File: src/hdl/glbdf_pkg.sv
// Shared types, codes and constants of the GLB container deframer.
`timescale 1ns / 1ps

package glbdf_pkg;

  localparam logic [31:0] GLB_MAGIC = 32'h4654_6C67;
  localparam logic [3:0]  FILE_HDR_LAST  = 4'd11;
  localparam logic [3:0]  CHUNK_HDR_LAST = 4'd7;
  localparam logic [3:0]  LEN_WORD_LAST  = 4'd3;
  localparam logic [3:0]  VER_WORD_LAST  = 4'd7;

  localparam int QDEPTH = 4;
  localparam int QAW    = $clog2(QDEPTH);

  localparam logic [2:0] K_HEADER = 3'd0;
  localparam logic [2:0] K_CHUNK  = 3'd1;
  localparam logic [2:0] K_DATA   = 3'd2;
  localparam logic [2:0] K_DONE   = 3'd3;
  localparam logic [2:0] K_ERROR  = 3'd4;

  localparam logic [1:0] E_TOO_SHORT = 2'd0;
  localparam logic [1:0] E_BAD_MAGIC = 2'd1;
  localparam logic [1:0] E_HDR_CUT   = 2'd2;
  localparam logic [1:0] E_OVERRUN   = 2'd3;

  typedef struct packed {
    logic [7:0] in_byte;
    logic       end_of_file;
  } in_t;

  typedef struct packed {
    logic [2:0]  kind;
    logic [7:0]  data_byte;
    logic        last_in_chunk;
    logic [31:0] file_version;
    logic [31:0] file_length;
    logic [31:0] chunk_kind_word;
    logic [31:0] chunk_size;
    logic [1:0]  error_code;
  } out_t;

  // One classified input byte: a first result and an optional trailing
  // file done or error result.
  typedef struct packed {
    out_t       first;
    logic       sec_valid;
    logic       sec_is_error;
    logic [1:0] sec_code;
  } entry_t;

endpackage

File: src/hdl/glbdf_front.sv
// Front end: byte parser that classifies each byte into queue entries.
`timescale 1ns / 1ps

module glbdf_front (
  input  logic              clk,
  input  logic              rst_n,
  input  logic              in_valid,
  output logic              in_stall,
  input  glbdf_pkg::in_t    in_data,
  input  logic              q_full,
  output logic              q_push,
  output glbdf_pkg::entry_t q_entry
);

  typedef enum logic [1:0] {
    PH_FILE_HDR,
    PH_CHUNK_HDR,
    PH_DATA,
    PH_DRAIN
  } phase_t;

  phase_t      phase_r, phase_nxt;
  logic [3:0]  cnt_r, cnt_nxt;
  logic [31:0] gather_r, gather_nxt;
  logic [31:0] version_r, version_nxt;
  logic [31:0] len_r, len_nxt;
  logic [31:0] left_r, left_nxt;
  logic        take;
  logic        eof;
  logic [31:0] gathered;
  glbdf_pkg::entry_t ent;
  logic        has_result;

  assign in_stall = q_full;
  assign take     = in_valid && !q_full;
  assign eof      = in_data.end_of_file;
  assign gathered = {in_data.in_byte, gather_r[31:8]};

  always_comb begin
    phase_nxt   = phase_r;
    cnt_nxt     = cnt_r;
    gather_nxt  = gather_r;
    version_nxt = version_r;
    len_nxt     = len_r;
    left_nxt    = left_r;
    ent         = '0;
    has_result  = 1'b0;
    case (phase_r)
      PH_FILE_HDR: begin
        gather_nxt = gathered;
        // The magic word sits in the length register until the header ends.
        if (cnt_r == glbdf_pkg::LEN_WORD_LAST) begin
          len_nxt = gathered;
        end else if (cnt_r == glbdf_pkg::VER_WORD_LAST) begin
          version_nxt = gathered;
        end
        if (cnt_r != glbdf_pkg::FILE_HDR_LAST) begin
          cnt_nxt = cnt_r + 4'd1;
          if (eof) begin
            has_result             = 1'b1;
            ent.first.kind         = glbdf_pkg::K_ERROR;
            ent.first.error_code   = glbdf_pkg::E_TOO_SHORT;
            cnt_nxt                = '0;
          end
        end else begin
          cnt_nxt    = '0;
          has_result = 1'b1;
          if (len_r != glbdf_pkg::GLB_MAGIC) begin
            ent.first.kind       = glbdf_pkg::K_ERROR;
            ent.first.error_code = glbdf_pkg::E_BAD_MAGIC;
            phase_nxt            = eof ? PH_FILE_HDR : PH_DRAIN;
          end else begin
            ent.first.kind         = glbdf_pkg::K_HEADER;
            ent.first.file_version = version_r;
            ent.first.file_length  = gathered;
            phase_nxt              = eof ? PH_FILE_HDR : PH_CHUNK_HDR;
            ent.sec_valid          = eof;
          end
        end
      end
      PH_CHUNK_HDR: begin
        gather_nxt = gathered;
        if (cnt_r == glbdf_pkg::LEN_WORD_LAST) begin
          len_nxt = gathered;
        end
        if (cnt_r != glbdf_pkg::CHUNK_HDR_LAST) begin
          cnt_nxt = cnt_r + 4'd1;
          if (eof) begin
            has_result           = 1'b1;
            ent.first.kind       = glbdf_pkg::K_ERROR;
            ent.first.error_code = glbdf_pkg::E_HDR_CUT;
            phase_nxt            = PH_FILE_HDR;
            cnt_nxt              = '0;
          end
        end else begin
          cnt_nxt                   = '0;
          has_result                = 1'b1;
          ent.first.kind            = glbdf_pkg::K_CHUNK;
          ent.first.chunk_kind_word = gathered;
          ent.first.chunk_size      = len_r;
          if (len_r == '0) begin
            ent.sec_valid = eof;
            if (eof) begin
              phase_nxt = PH_FILE_HDR;
            end
          end else begin
            left_nxt         = len_r;
            phase_nxt        = eof ? PH_FILE_HDR : PH_DATA;
            ent.sec_valid    = eof;
            ent.sec_is_error = 1'b1;
            ent.sec_code     = glbdf_pkg::E_OVERRUN;
          end
        end
      end
      PH_DATA: begin
        has_result              = 1'b1;
        ent.first.kind          = glbdf_pkg::K_DATA;
        ent.first.data_byte     = in_data.in_byte;
        ent.first.last_in_chunk = (left_r == 32'd1);
        left_nxt                = left_r - 32'd1;
        ent.sec_valid           = eof;
        if (left_r == 32'd1) begin
          cnt_nxt   = '0;
          phase_nxt = eof ? PH_FILE_HDR : PH_CHUNK_HDR;
        end else if (eof) begin
          ent.sec_is_error = 1'b1;
          ent.sec_code     = glbdf_pkg::E_OVERRUN;
          phase_nxt        = PH_FILE_HDR;
          cnt_nxt          = '0;
        end
      end
      PH_DRAIN: begin
        if (eof) begin
          phase_nxt = PH_FILE_HDR;
          cnt_nxt   = '0;
        end
      end
      default: begin
        phase_nxt = PH_FILE_HDR;
        cnt_nxt   = '0;
      end
    endcase
  end

  assign q_push  = take && has_result;
  assign q_entry = ent;

  always_ff @(posedge clk) begin
    if (!rst_n) begin
      phase_r <= PH_FILE_HDR;
      cnt_r   <= '0;
      left_r  <= '0;
    end else if (take) begin
      phase_r <= phase_nxt;
      cnt_r   <= cnt_nxt;
      left_r  <= left_nxt;
    end
  end

  always_ff @(posedge clk) begin
    if (take) begin
      gather_r  <= gather_nxt;
      version_r <= version_nxt;
      len_r     <= len_nxt;
    end
  end

endmodule

File: src/hdl/glbdf_queue.sv
// Short queue of classified entries between the parser and the output stage.
`timescale 1ns / 1ps

module glbdf_queue (
  input  logic                  clk,
  input  logic                  rst_n,
  input  logic                  push,
  input  glbdf_pkg::entry_t     push_entry,
  input  logic                  pop,
  output glbdf_pkg::entry_t     head,
  output logic                  full,
  output logic                  empty,
  output logic [glbdf_pkg::QAW:0] count
);

  glbdf_pkg::entry_t           mem_r [glbdf_pkg::QDEPTH];
  logic [glbdf_pkg::QAW-1:0]   wr_ptr_r;
  logic [glbdf_pkg::QAW-1:0]   rd_ptr_r;
  logic [glbdf_pkg::QAW:0]     count_r, count_nxt;

  assign head  = mem_r[rd_ptr_r];
  assign full  = (count_r == (glbdf_pkg::QAW+1)'(glbdf_pkg::QDEPTH));
  assign empty = (count_r == '0);
  assign count = count_r;

  always_comb begin
    count_nxt = count_r;
    if (push && !pop) begin
      count_nxt = count_r + 1'b1;
    end else if (pop && !push) begin
      count_nxt = count_r - 1'b1;
    end
  end

  always_ff @(posedge clk) begin
    if (!rst_n) begin
      wr_ptr_r <= '0;
      rd_ptr_r <= '0;
      count_r  <= '0;
    end else begin
      if (push) begin
        wr_ptr_r <= wr_ptr_r + 1'b1;
      end
      if (pop) begin
        rd_ptr_r <= rd_ptr_r + 1'b1;
      end
      count_r <= count_nxt;
    end
  end

  always_ff @(posedge clk) begin
    if (push) begin
      mem_r[wr_ptr_r] <= push_entry;
    end
  end

endmodule

File: src/hdl/glbdf_back.sv
// Back end: output register that emits one or two results per queue entry.
`timescale 1ns / 1ps

module glbdf_back (
  input  logic              clk,
  input  logic              rst_n,
  input  glbdf_pkg::entry_t head,
  input  logic              empty,
  output logic              pop,
  output logic              out_valid,
  input  logic              out_stall,
  output glbdf_pkg::out_t   out_data
);

  logic             out_valid_r;
  glbdf_pkg::out_t  out_r, out_nxt;
  logic             sec_pend_r;
  logic             sec_err_r;
  logic [1:0]       sec_code_r;
  logic             load;

  assign load = !out_valid_r || !out_stall;
  assign pop  = load && !sec_pend_r && !empty;

  always_comb begin
    out_nxt = head.first;
    if (sec_pend_r) begin
      out_nxt = '0;
      if (sec_err_r) begin
        out_nxt.kind       = glbdf_pkg::K_ERROR;
        out_nxt.error_code = sec_code_r;
      end else begin
        out_nxt.kind = glbdf_pkg::K_DONE;
      end
    end
  end

  always_ff @(posedge clk) begin
    if (!rst_n) begin
      out_valid_r <= 1'b0;
      sec_pend_r  <= 1'b0;
    end else if (load) begin
      out_valid_r <= sec_pend_r || !empty;
      sec_pend_r  <= !sec_pend_r && !empty && head.sec_valid;
    end
  end

  always_ff @(posedge clk) begin
    if (load) begin
      out_r <= out_nxt;
    end
    if (pop) begin
      sec_err_r  <= head.sec_is_error;
      sec_code_r <= head.sec_code;
    end
  end

  assign out_valid = out_valid_r;
  assign out_data  = out_r;

endmodule

File: src/hdl/glb_container_deframer.sv
// Usage notes:
// Streaming deframer for binary glTF (GLB) files, fed one byte per request.
// Input channel: in_valid / in_stall / in_data carries a byte and an
// end-of-file mark on the final byte of each file.
// Result channel: out_valid / out_stall / out_data carries header ok,
// chunk start, data byte, file done and error results.
// A byte is taken at a clock edge with in_valid high and in_stall low.
// A result is taken at an edge with out_valid high and out_stall low.
// The first result of a byte is written into the queue and then loaded
// into the output register, which drives the result channel.
// Throughput: one byte per cycle while the receiver keeps up; a byte that
// yields two results (a trailing file done or error) occupies the output
// register for both results in turn, and a four-entry queue absorbs those bursts.
// Bytes of headers that give no result are taken without writing the queue.
// When the receiver stalls, the result holds and the queue fills; in_stall
// rises once the queue is full.
// Reset (rst_n low, synchronous) empties the queue and output and returns
// the parser to the start of a file header.
`timescale 1ns / 1ps

module glb_container_deframer (
  input  logic             clk,
  input  logic             rst_n,
  input  logic             in_valid,
  output logic             in_stall,
  input  glbdf_pkg::in_t   in_data,
  output logic             out_valid,
  input  logic             out_stall,
  output glbdf_pkg::out_t  out_data
);

  logic                    q_push;
  logic                    q_pop;
  logic                    q_full;
  logic                    q_empty;
  logic [glbdf_pkg::QAW:0] q_count;
  glbdf_pkg::entry_t       q_in;
  glbdf_pkg::entry_t       q_head;

  glbdf_front u_front (
    .clk      (clk),
    .rst_n    (rst_n),
    .in_valid (in_valid),
    .in_stall (in_stall),
    .in_data  (in_data),
    .q_full   (q_full),
    .q_push   (q_push),
    .q_entry  (q_in)
  );

  glbdf_queue u_queue (
    .clk        (clk),
    .rst_n      (rst_n),
    .push       (q_push),
    .push_entry (q_in),
    .pop        (q_pop),
    .head       (q_head),
    .full       (q_full),
    .empty      (q_empty),
    .count      (q_count)
  );

  glbdf_back u_back (
    .clk       (clk),
    .rst_n     (rst_n),
    .head      (q_head),
    .empty     (q_empty),
    .pop       (q_pop),
    .out_valid (out_valid),
    .out_stall (out_stall),
    .out_data  (out_data)
  );

`ifndef SYNTHESIS
  a_no_push_when_full: assert property (@(posedge clk) disable iff (!rst_n)
    q_full |-> !q_push) else $error("queue written while full");

  a_no_pop_when_empty: assert property (@(posedge clk) disable iff (!rst_n)
    q_empty |-> !q_pop) else $error("queue read while empty");

  a_count_bounded: assert property (@(posedge clk) disable iff (!rst_n)
    q_count <= (glbdf_pkg::QAW+1)'(glbdf_pkg::QDEPTH))
    else $error("queue count out of range");

  a_kind_legal: assert property (@(posedge clk) disable iff (!rst_n)
    out_valid |-> (out_data.kind <= glbdf_pkg::K_ERROR))
    else $error("illegal result kind");
`endif

endmodule
File: config.mk
export PLATFORM = sky130hd
export DESIGN_NAME = glb_container_deframer
export DESIGN_NICKNAME = d
export VERILOG_FILES = /design/src/hdl/glbdf_pkg.sv /design/src/hdl/glbdf_front.sv /design/src/hdl/glbdf_queue.sv /design/src/hdl/glbdf_back.sv /design/src/hdl/glb_container_deframer.sv
export SDC_FILE = /design/constraint.sdc
export NUM_CORES = 1
export LEC_CHECK = 0
export ABC_AREA = 1
export BUFFER_PORTS_ARGS = -buffer_cell sky130_fd_sc_hd__buf_2
export CAP_MARGIN = 20
export CORE_MARGIN = 4
export CORE_UTILIZATION = 30
export CTS_BUF_LIST = sky130_fd_sc_hd__clkbuf_8
export DETAILED_ROUTE_END_ITERATION = 10
export PLACE_DENSITY = 0.44
export SYNTH_ARGS = -nofsm -noshare
export SYNTH_HDL_FRONTEND = slang
export SYNTH_SLANG_ARGS = --single-unit
File: constraint.sdc
create_clock -name clk -period 8.3 [get_ports clk]
set_input_delay 0.415 -clock clk [delete_from_list [all_inputs] [get_ports clk]]
set_output_delay 0.415 -clock clk [all_outputs]
set_load 0.02 [all_outputs]
* After elaboration in Yosys (flattened, before gate mapping)
Memories as Yosys holds them, arrays and structs flattened. A register that Yosys moved wholly into a read port is not among the register bits. Index checks and enable logic that the tools add are counted.
Storage, ports and cells: bits in writable memories 584, register bits after elaboration 288, word-level logic and storage cells 126, memories kept 1, output and inout bits 144
Operators by class: reduce and logical (&&, ||, !) cells 28, equality and inequality tests 13, bitwise logic cells 1, muxes and demuxes 56, $add $sub $neg 6
Memory list:
- u_queue.mem_r | depth 4, width 146, rd ports 1, clocked after Yosys merged registers in 1, write ports 1, line glbdf_queue.sv:16 | glbdf_pkg::entry_t mem_r [glbdf_pkg::QDEPTH];
Operator list (count):
- 64-bit two-way mux | 5
- 142-bit two-way mux | 1
- 32-bit two-way mux | 2
- 32-bit case mux with 2 select lines | 1
- 32-bit by 1-bit equality test with 1-bit output (second input constant) | 1
- 32-bit logical NOT | 1
- 32-bit by 31-bit inequality test with 1-bit output (second input constant) | 1
- 32-bit by 1-bit subtractor with 32-bit output (second input constant) | 1
- 3-bit two-way mux | 10
- 2-bit two-way mux | 13
- 4-bit two-way mux | 6
- 4-bit case mux with 4 select lines | 1
- 1-bit two-way mux | 10
- 9-bit two-way mux | 1
- 3-bit case mux with 3 select lines | 1
- 1-bit logical AND | 8
- 2-bit case mux with 4 select lines | 1
- 4-bit AND reduction | 2
- 1-bit logical NOT | 7
- 2-bit inequality test (second input constant) | 3
- 1-bit case mux with 3 select lines | 2
- 3-bit case mux with 2 select lines | 1
- 2-bit by 1-bit adder with 2-bit output (second input constant) | 2
- 4-bit by 1-bit adder with 4-bit output (second input constant) | 1
- 18 further kinds | 22

* Depth between registers and ports, before layout
word-level depth 8, mapped depth 15, depth with buffers taken out 15

* Modules after synthesis
A second synthesis with hierarchy kept.
Second synthesis, totals: cell total of the unflattened synthesis 2849, area, all modules 34474.3 sq um
By module, submodules not included:
- glbdf_queue | instances 1, cells each 1470, area an instance 21908.5 sq um
- glbdf_front | instances 1, cells each 918, area an instance 6887.9 sq um
- glbdf_back | instances 1, cells each 461, area an instance 5677.9 sq um

* Least setup slack after synthesis
No wires, ideal clock.
kind register to register, start point register u_front.phase_r[0], end point memory u_queue.mem_r[0][100] in the netlist's numbering, enable pin, arrival 7197 ps, path slack 453 ps, buffers on the path 0, setup time 650 ps, period minus slack after synthesis 7847 ps, cell stages (with the launch flop) 9, cell sequence dfxtp_1 > inv_1 > ha_1 > inv_1 > nor2_1 > nor2_1 > nand3_1 > nand3_2 > nor2_1
Between the ends: cells in the longest elaborated chain, start to end 5, elaborated cells between the ends (all ways) 7
RTL lines:
- start, declared | line glbdf_front.sv:22 | phase_t phase_r, phase_nxt;
- start signal, assigned | line glbdf_front.sv:154 | phase_r <= phase_nxt;
- 2-bit equality test (tied with other cells) | line glbdf_front.sv:48 | case (phase_r)
- 1-bit case mux with 3 select lines * | line glbdf_front.sv:48
- 1-bit logical AND * | line glbdf_front.sv:145 | assign q_push = take && has_result;
- 1-bit two-way mux * | line glbdf_queue.sv:52 | if (push) begin
- 1-bit two-way mux (not written as such) * | line glbdf_queue.sv:53 | mem_r[wr_ptr_r] <= push_entry;
- end, declared | line glbdf_queue.sv:16
Every way passes the cells marked *; elsewhere a longest branch is shown, timed or not.

* Worst setup path in the final report
start point register u_front.phase_r[0], end point memory u_queue.mem_r[1][79] in the netlist's numbering, enable pin
Same word-level chain as after synthesis.

==> reports/results.txt <==
When the netlist entered floorplanning its net count stood at 2816. Gates resized during post-CTS repair numbered 0. The capture instance of the worst register-to-register path is u_queue.mem_r[1][79]. The congestion estimate from routability-driven global placement came to 0.813. Of the total power, the clock network draws 28.4%.

The tree is rooted in a sky130_fd_sc_hd__clkbuf_8. The run gives 8.21 mW as the internal power consumption. Kind of launch point of the worst setup path: a flop.

Global routing finished with a remaining overflow of 0. The total count of max-transition violations in the final report is 0, and the number of placed I/O pins is 157. Worst hold-check slack: 0.0802 ns. Sequential cells burn 46.5% of the power. Summed over its instances, the top area cell type makes up 71.7% of the synthesized netlist area. For this run, the number of Yosys warnings is 0. The floorplan step defined a die boundary enclosing 118000 sq um. The number of violations reported at the end of detailed-routing iteration 0 was 1692; the synthesized flop and latch total was 856. Synthesis produced a netlist whose cell count is 2789.

The cell taking the most area after synthesis was sky130_fd_sc_hd__edfxtp_1. The HPWL after detailed placement is 53900 microns. Counting along the longest clock path gives a buffer depth of 3. Timing would allow up to 283 MHz.

The setup check on the worst reg-to-reg path leaves a slack of 4.77 ns. Final count of negative-setup-slack endpoints: 0. The run gives 10 as the number of antenna violations at the first check in global routing. The final period demand of the worst path came out at 3.53 ns. Entering global routing, the biggest net connects 145 pins.

Setup repair after global routing left no endpoint under its margin. After detailed routing, the total wire length is 96800 microns. For this run, design rule violations remaining after detail routing come to 0. The synthesized netlist contains 42 unique library cells.

The max-cap violation count came out at 0. For this run, the register share of the synthesized area comes to 74.6%. The arrival time of the worst setup path was 3.93 ns. The net count of the finished layout is 3006. By area the synthesized netlist is led by sky130_fd_sc_hd__edfxtp_1, sky130_fd_sc_hd__nor2_1, sky130_fd_sc_hd__o21ai_0. The via count was 21400; the total power consumption of the routed design was 12.6 mW. The H-tree was split into 4 levels.

For the switching power of the nets, the log shows 4.44 mW. The worst hold-check path type was in2reg. The run finished with clean final reports. In the global route stage, overall resource usage came out at 16.2%. The post-synthesis area per instance was 12.1 sq um; the required time of the critical path was 8.70 ns. The logs give 21600 for the number of global-route vias before repair and 0.80 ns for the clock network latency to the later pin of the worst-skew pair. Before antenna repair, the detailed router went through 5 iterations.

The count of clock tree sinks is 856, and the clock-pin slew on the worst setup and hold paths is 0.06 ns. The critical path launch point was u_front.phase_r[0]. The floorplan has 122 rows. Of the cells placed in the final design, the portion with a size suffix greater than 1 is 14.1%. The clock arrives with 0.0439 ns of skew. TritonCTS built the clock tree. The cell area power density was 325 nW/um^2; the worst relative slew slack was 26.2%. The total clock buffers created by CTS was 145; the wire length of the first global-routing pass was 142000 microns.

Of all nets on the critical path, the largest fanout is 49. The worst reg2reg path startpoint is u_front.phase_r[0]. The final hold violation count came out at 0. End point of the critical path: u_queue.mem_r[1][79]. The detail-routed via count per cell works out to 4.67. The tools report the leakage power as 14.8 nW.

Per report_power, the combinational group accounts for 25.1% of the total. The routed wirelength normalized by instance count is 21.2 microns. The horizontal die dimension is 344 microns, and the count of input and output buffers is 156. From synthesis to final layout, the design area changed by 15.2%. The largest vdd supply drop came out at 0.164 mV. The region available for standard cell placement spans 111000 sq um. The number of cells on the worst reg-to-reg path is 8. The type of destination of the critical path was a flop. The final clock period utilization by the worst path was 42.5%; the net switching share of the total power was 35.1%. The detail route stage leaves a number of antenna-violating nets equal to 0. In the final timing run, aggregate negative setup slack is 0 ns.

At the pin with the least slew margin, the transition time is 1.11 ns. The start-to-end type of the worst setup path was reg2reg. Cell area after technology mapping: 33800 sq um.

The effective utilization at floorplan is 30.4%. The die is 344 microns tall.
-- Yosys cell counts (all sizes together) --
cell type,n
nor3b,1
a211oi,5
dfxtp,49
or2,2
nor2,807
ha,13
nor4,1
xor2,10
o22ai,3
clkbuf,75
nor3,12
a21oi,201
a221o,3
o32ai,1
a31oi,6
o211ai,8
xnor2,3
nand2,167
edfxtp,807
o21ai,329
nand3,34
clkinv,1
buf,69
inv,171
o21bai,1
fa,1
nand4,8
nand3b,1
-- sequential cells by signal (all words and copies together) (netlist names), named ones only --
name and cells:
u_back.sec_pend_r 1, u_back.sec_code_r 1, u_front.len_r 32, u_queue.rd_ptr_r 2
u_front.left_r 32, u_front.version_r 32, u_front.cnt_r 4, u_queue.wr_ptr_r 2
u_back.out_data 142, u_queue.mem_r 576, u_queue.count 3, u_front.phase_r 2
u_front.gather_r 24, u_back.out_valid 1
-- cell families after synthesis --
logic type | count (synthesis) | synth area share (%)
buf+inv | 316 | 3.80
flops | 856 | 74.6
compound gates | 557 | 8.72
simple gates | 1033 | 12.0
xor+xnor | 13 | 0.337
fa+ha+maj | 14 | 0.541
-- cells in the final DEF (no fill, tap or decap), types with 6 or more instances in the layout --
master,instances
sky130_fd_sc_hd__edfxtp_1,807
sky130_fd_sc_hd__o211ai_1,8
sky130_fd_sc_hd__nand4_1,8
sky130_fd_sc_hd__xor2_1,10
sky130_fd_sc_hd__clkinv_1,35
sky130_fd_sc_hd__a21oi_2,18
sky130_fd_sc_hd__nand2_2,10
sky130_fd_sc_hd__inv_6,8
sky130_fd_sc_hd__o21ai_0,324
sky130_fd_sc_hd__nor2_4,7
sky130_fd_sc_hd__nor2_1,797
sky130_fd_sc_hd__a31oi_1,6
sky130_fd_sc_hd__inv_1,199
sky130_fd_sc_hd__a21oi_1,183
sky130_fd_sc_hd__clkinv_2,16
sky130_fd_sc_hd__dfxtp_1,46
sky130_fd_sc_hd__ha_1,13
sky130_fd_sc_hd__nand3_1,29
sky130_fd_sc_hd__nand2_1,156
sky130_fd_sc_hd__buf_2,156
sky130_fd_sc_hd__nor3_1,8
sky130_fd_sc_hd__clkbuf_8,151
sky130_fd_sc_hd__buf_4,23
-- metal layers --
layer / GRT usage (%) / vias up / share of wire, %
met5: 0 / - / 0
met1: 22.0 / 10700 / 45
li1: - / 10100 / -
met2: 26.6 / 532 / 48
met4: 4.82 / 0 / 2.1
met3: 3.03 / 138 / 5.0
-- final cells by class --
class | count | area (sq um)
Antenna cell | 1 | 2.50
Inverter | 172 | 658
Tap cell | 1488 | 1860
Timing Repair Buffer | 187 | 1080
Sequential cell | 856 | 25200
Multi-Input combinational cell | 1617 | 7360
Clock buffer | 151 | 2080
Fill cell | 10900 | 72400
Clock inverter | 106 | 647
-- how the worst min path moves through the flow --
stage / start / endpoint / slack, ns / depth (start not counted)
detailed placement: u_queue.rd_ptr_r[0] / flop / 0.47 / 1
finish: in_data[5] / u_front.version_r[28] / 0.08 / 1
global placement: u_queue.rd_ptr_r[0] / u_queue.rd_ptr_r[0] / 0.46 / 1
CTS: in_data[5] / u_front.version_r[28] / 0.005 / 1
floorplan: u_queue.rd_ptr_r[1] / flop / 0.44 / 2
global route: in_data[5] / u_front.version_r[28] / 0.002 / 1
-- per-stage QoR --
| stage | util (%) | area, sq um | setup slack, ns | cells |
|---|---|---|---|---|
| CTS | 35.0 | 38900 | 4.67 | 4577 |
| global placement | 32.5 | 36100 | 4.77 | 4315 |
| global route | 35.0 | 38900 | 4.45 | 4578 |
| finish | 35.0 | 38900 | 4.77 | 4578 |
| detailed placement | 32.5 | 36100 | 4.73 | 4316 |
| floorplan | - | 33800 | 0.453 | 2789 |
-- power by group through the flow --
stage               sequential (mW)  clock (mW)  combinational [mW]
floorplan                      6.22           0                1.67
global placement               6.00           0                3.22
detailed placement             5.99           0                3.25
CTS                            5.92        3.72                3.26
global route                   5.94        3.93                3.53
finish                         5.88        3.59                3.17
-- worst max-delay path, cell delays in order, from the launching register on --
cell and delay, ns:
sky130_fd_sc_hd__dfxtp_1 0.36, sky130_fd_sc_hd__inv_1 0.14, sky130_fd_sc_hd__ha_1 0.17, sky130_fd_sc_hd__buf_4 0.46, sky130_fd_sc_hd__inv_1 0.16, sky130_fd_sc_hd__nand3_1 0.13
sky130_fd_sc_hd__nand3_2 0.24, sky130_fd_sc_hd__nor2_4 0.68, sky130_fd_sc_hd__buf_4 0.72
-- repair_timing --
item,CTS,global route
hold buffers,4,0
hold endpoints to repair,23,0
buffers inserted,0,0
Note: power is estimated with default switching activity, not from simulation.
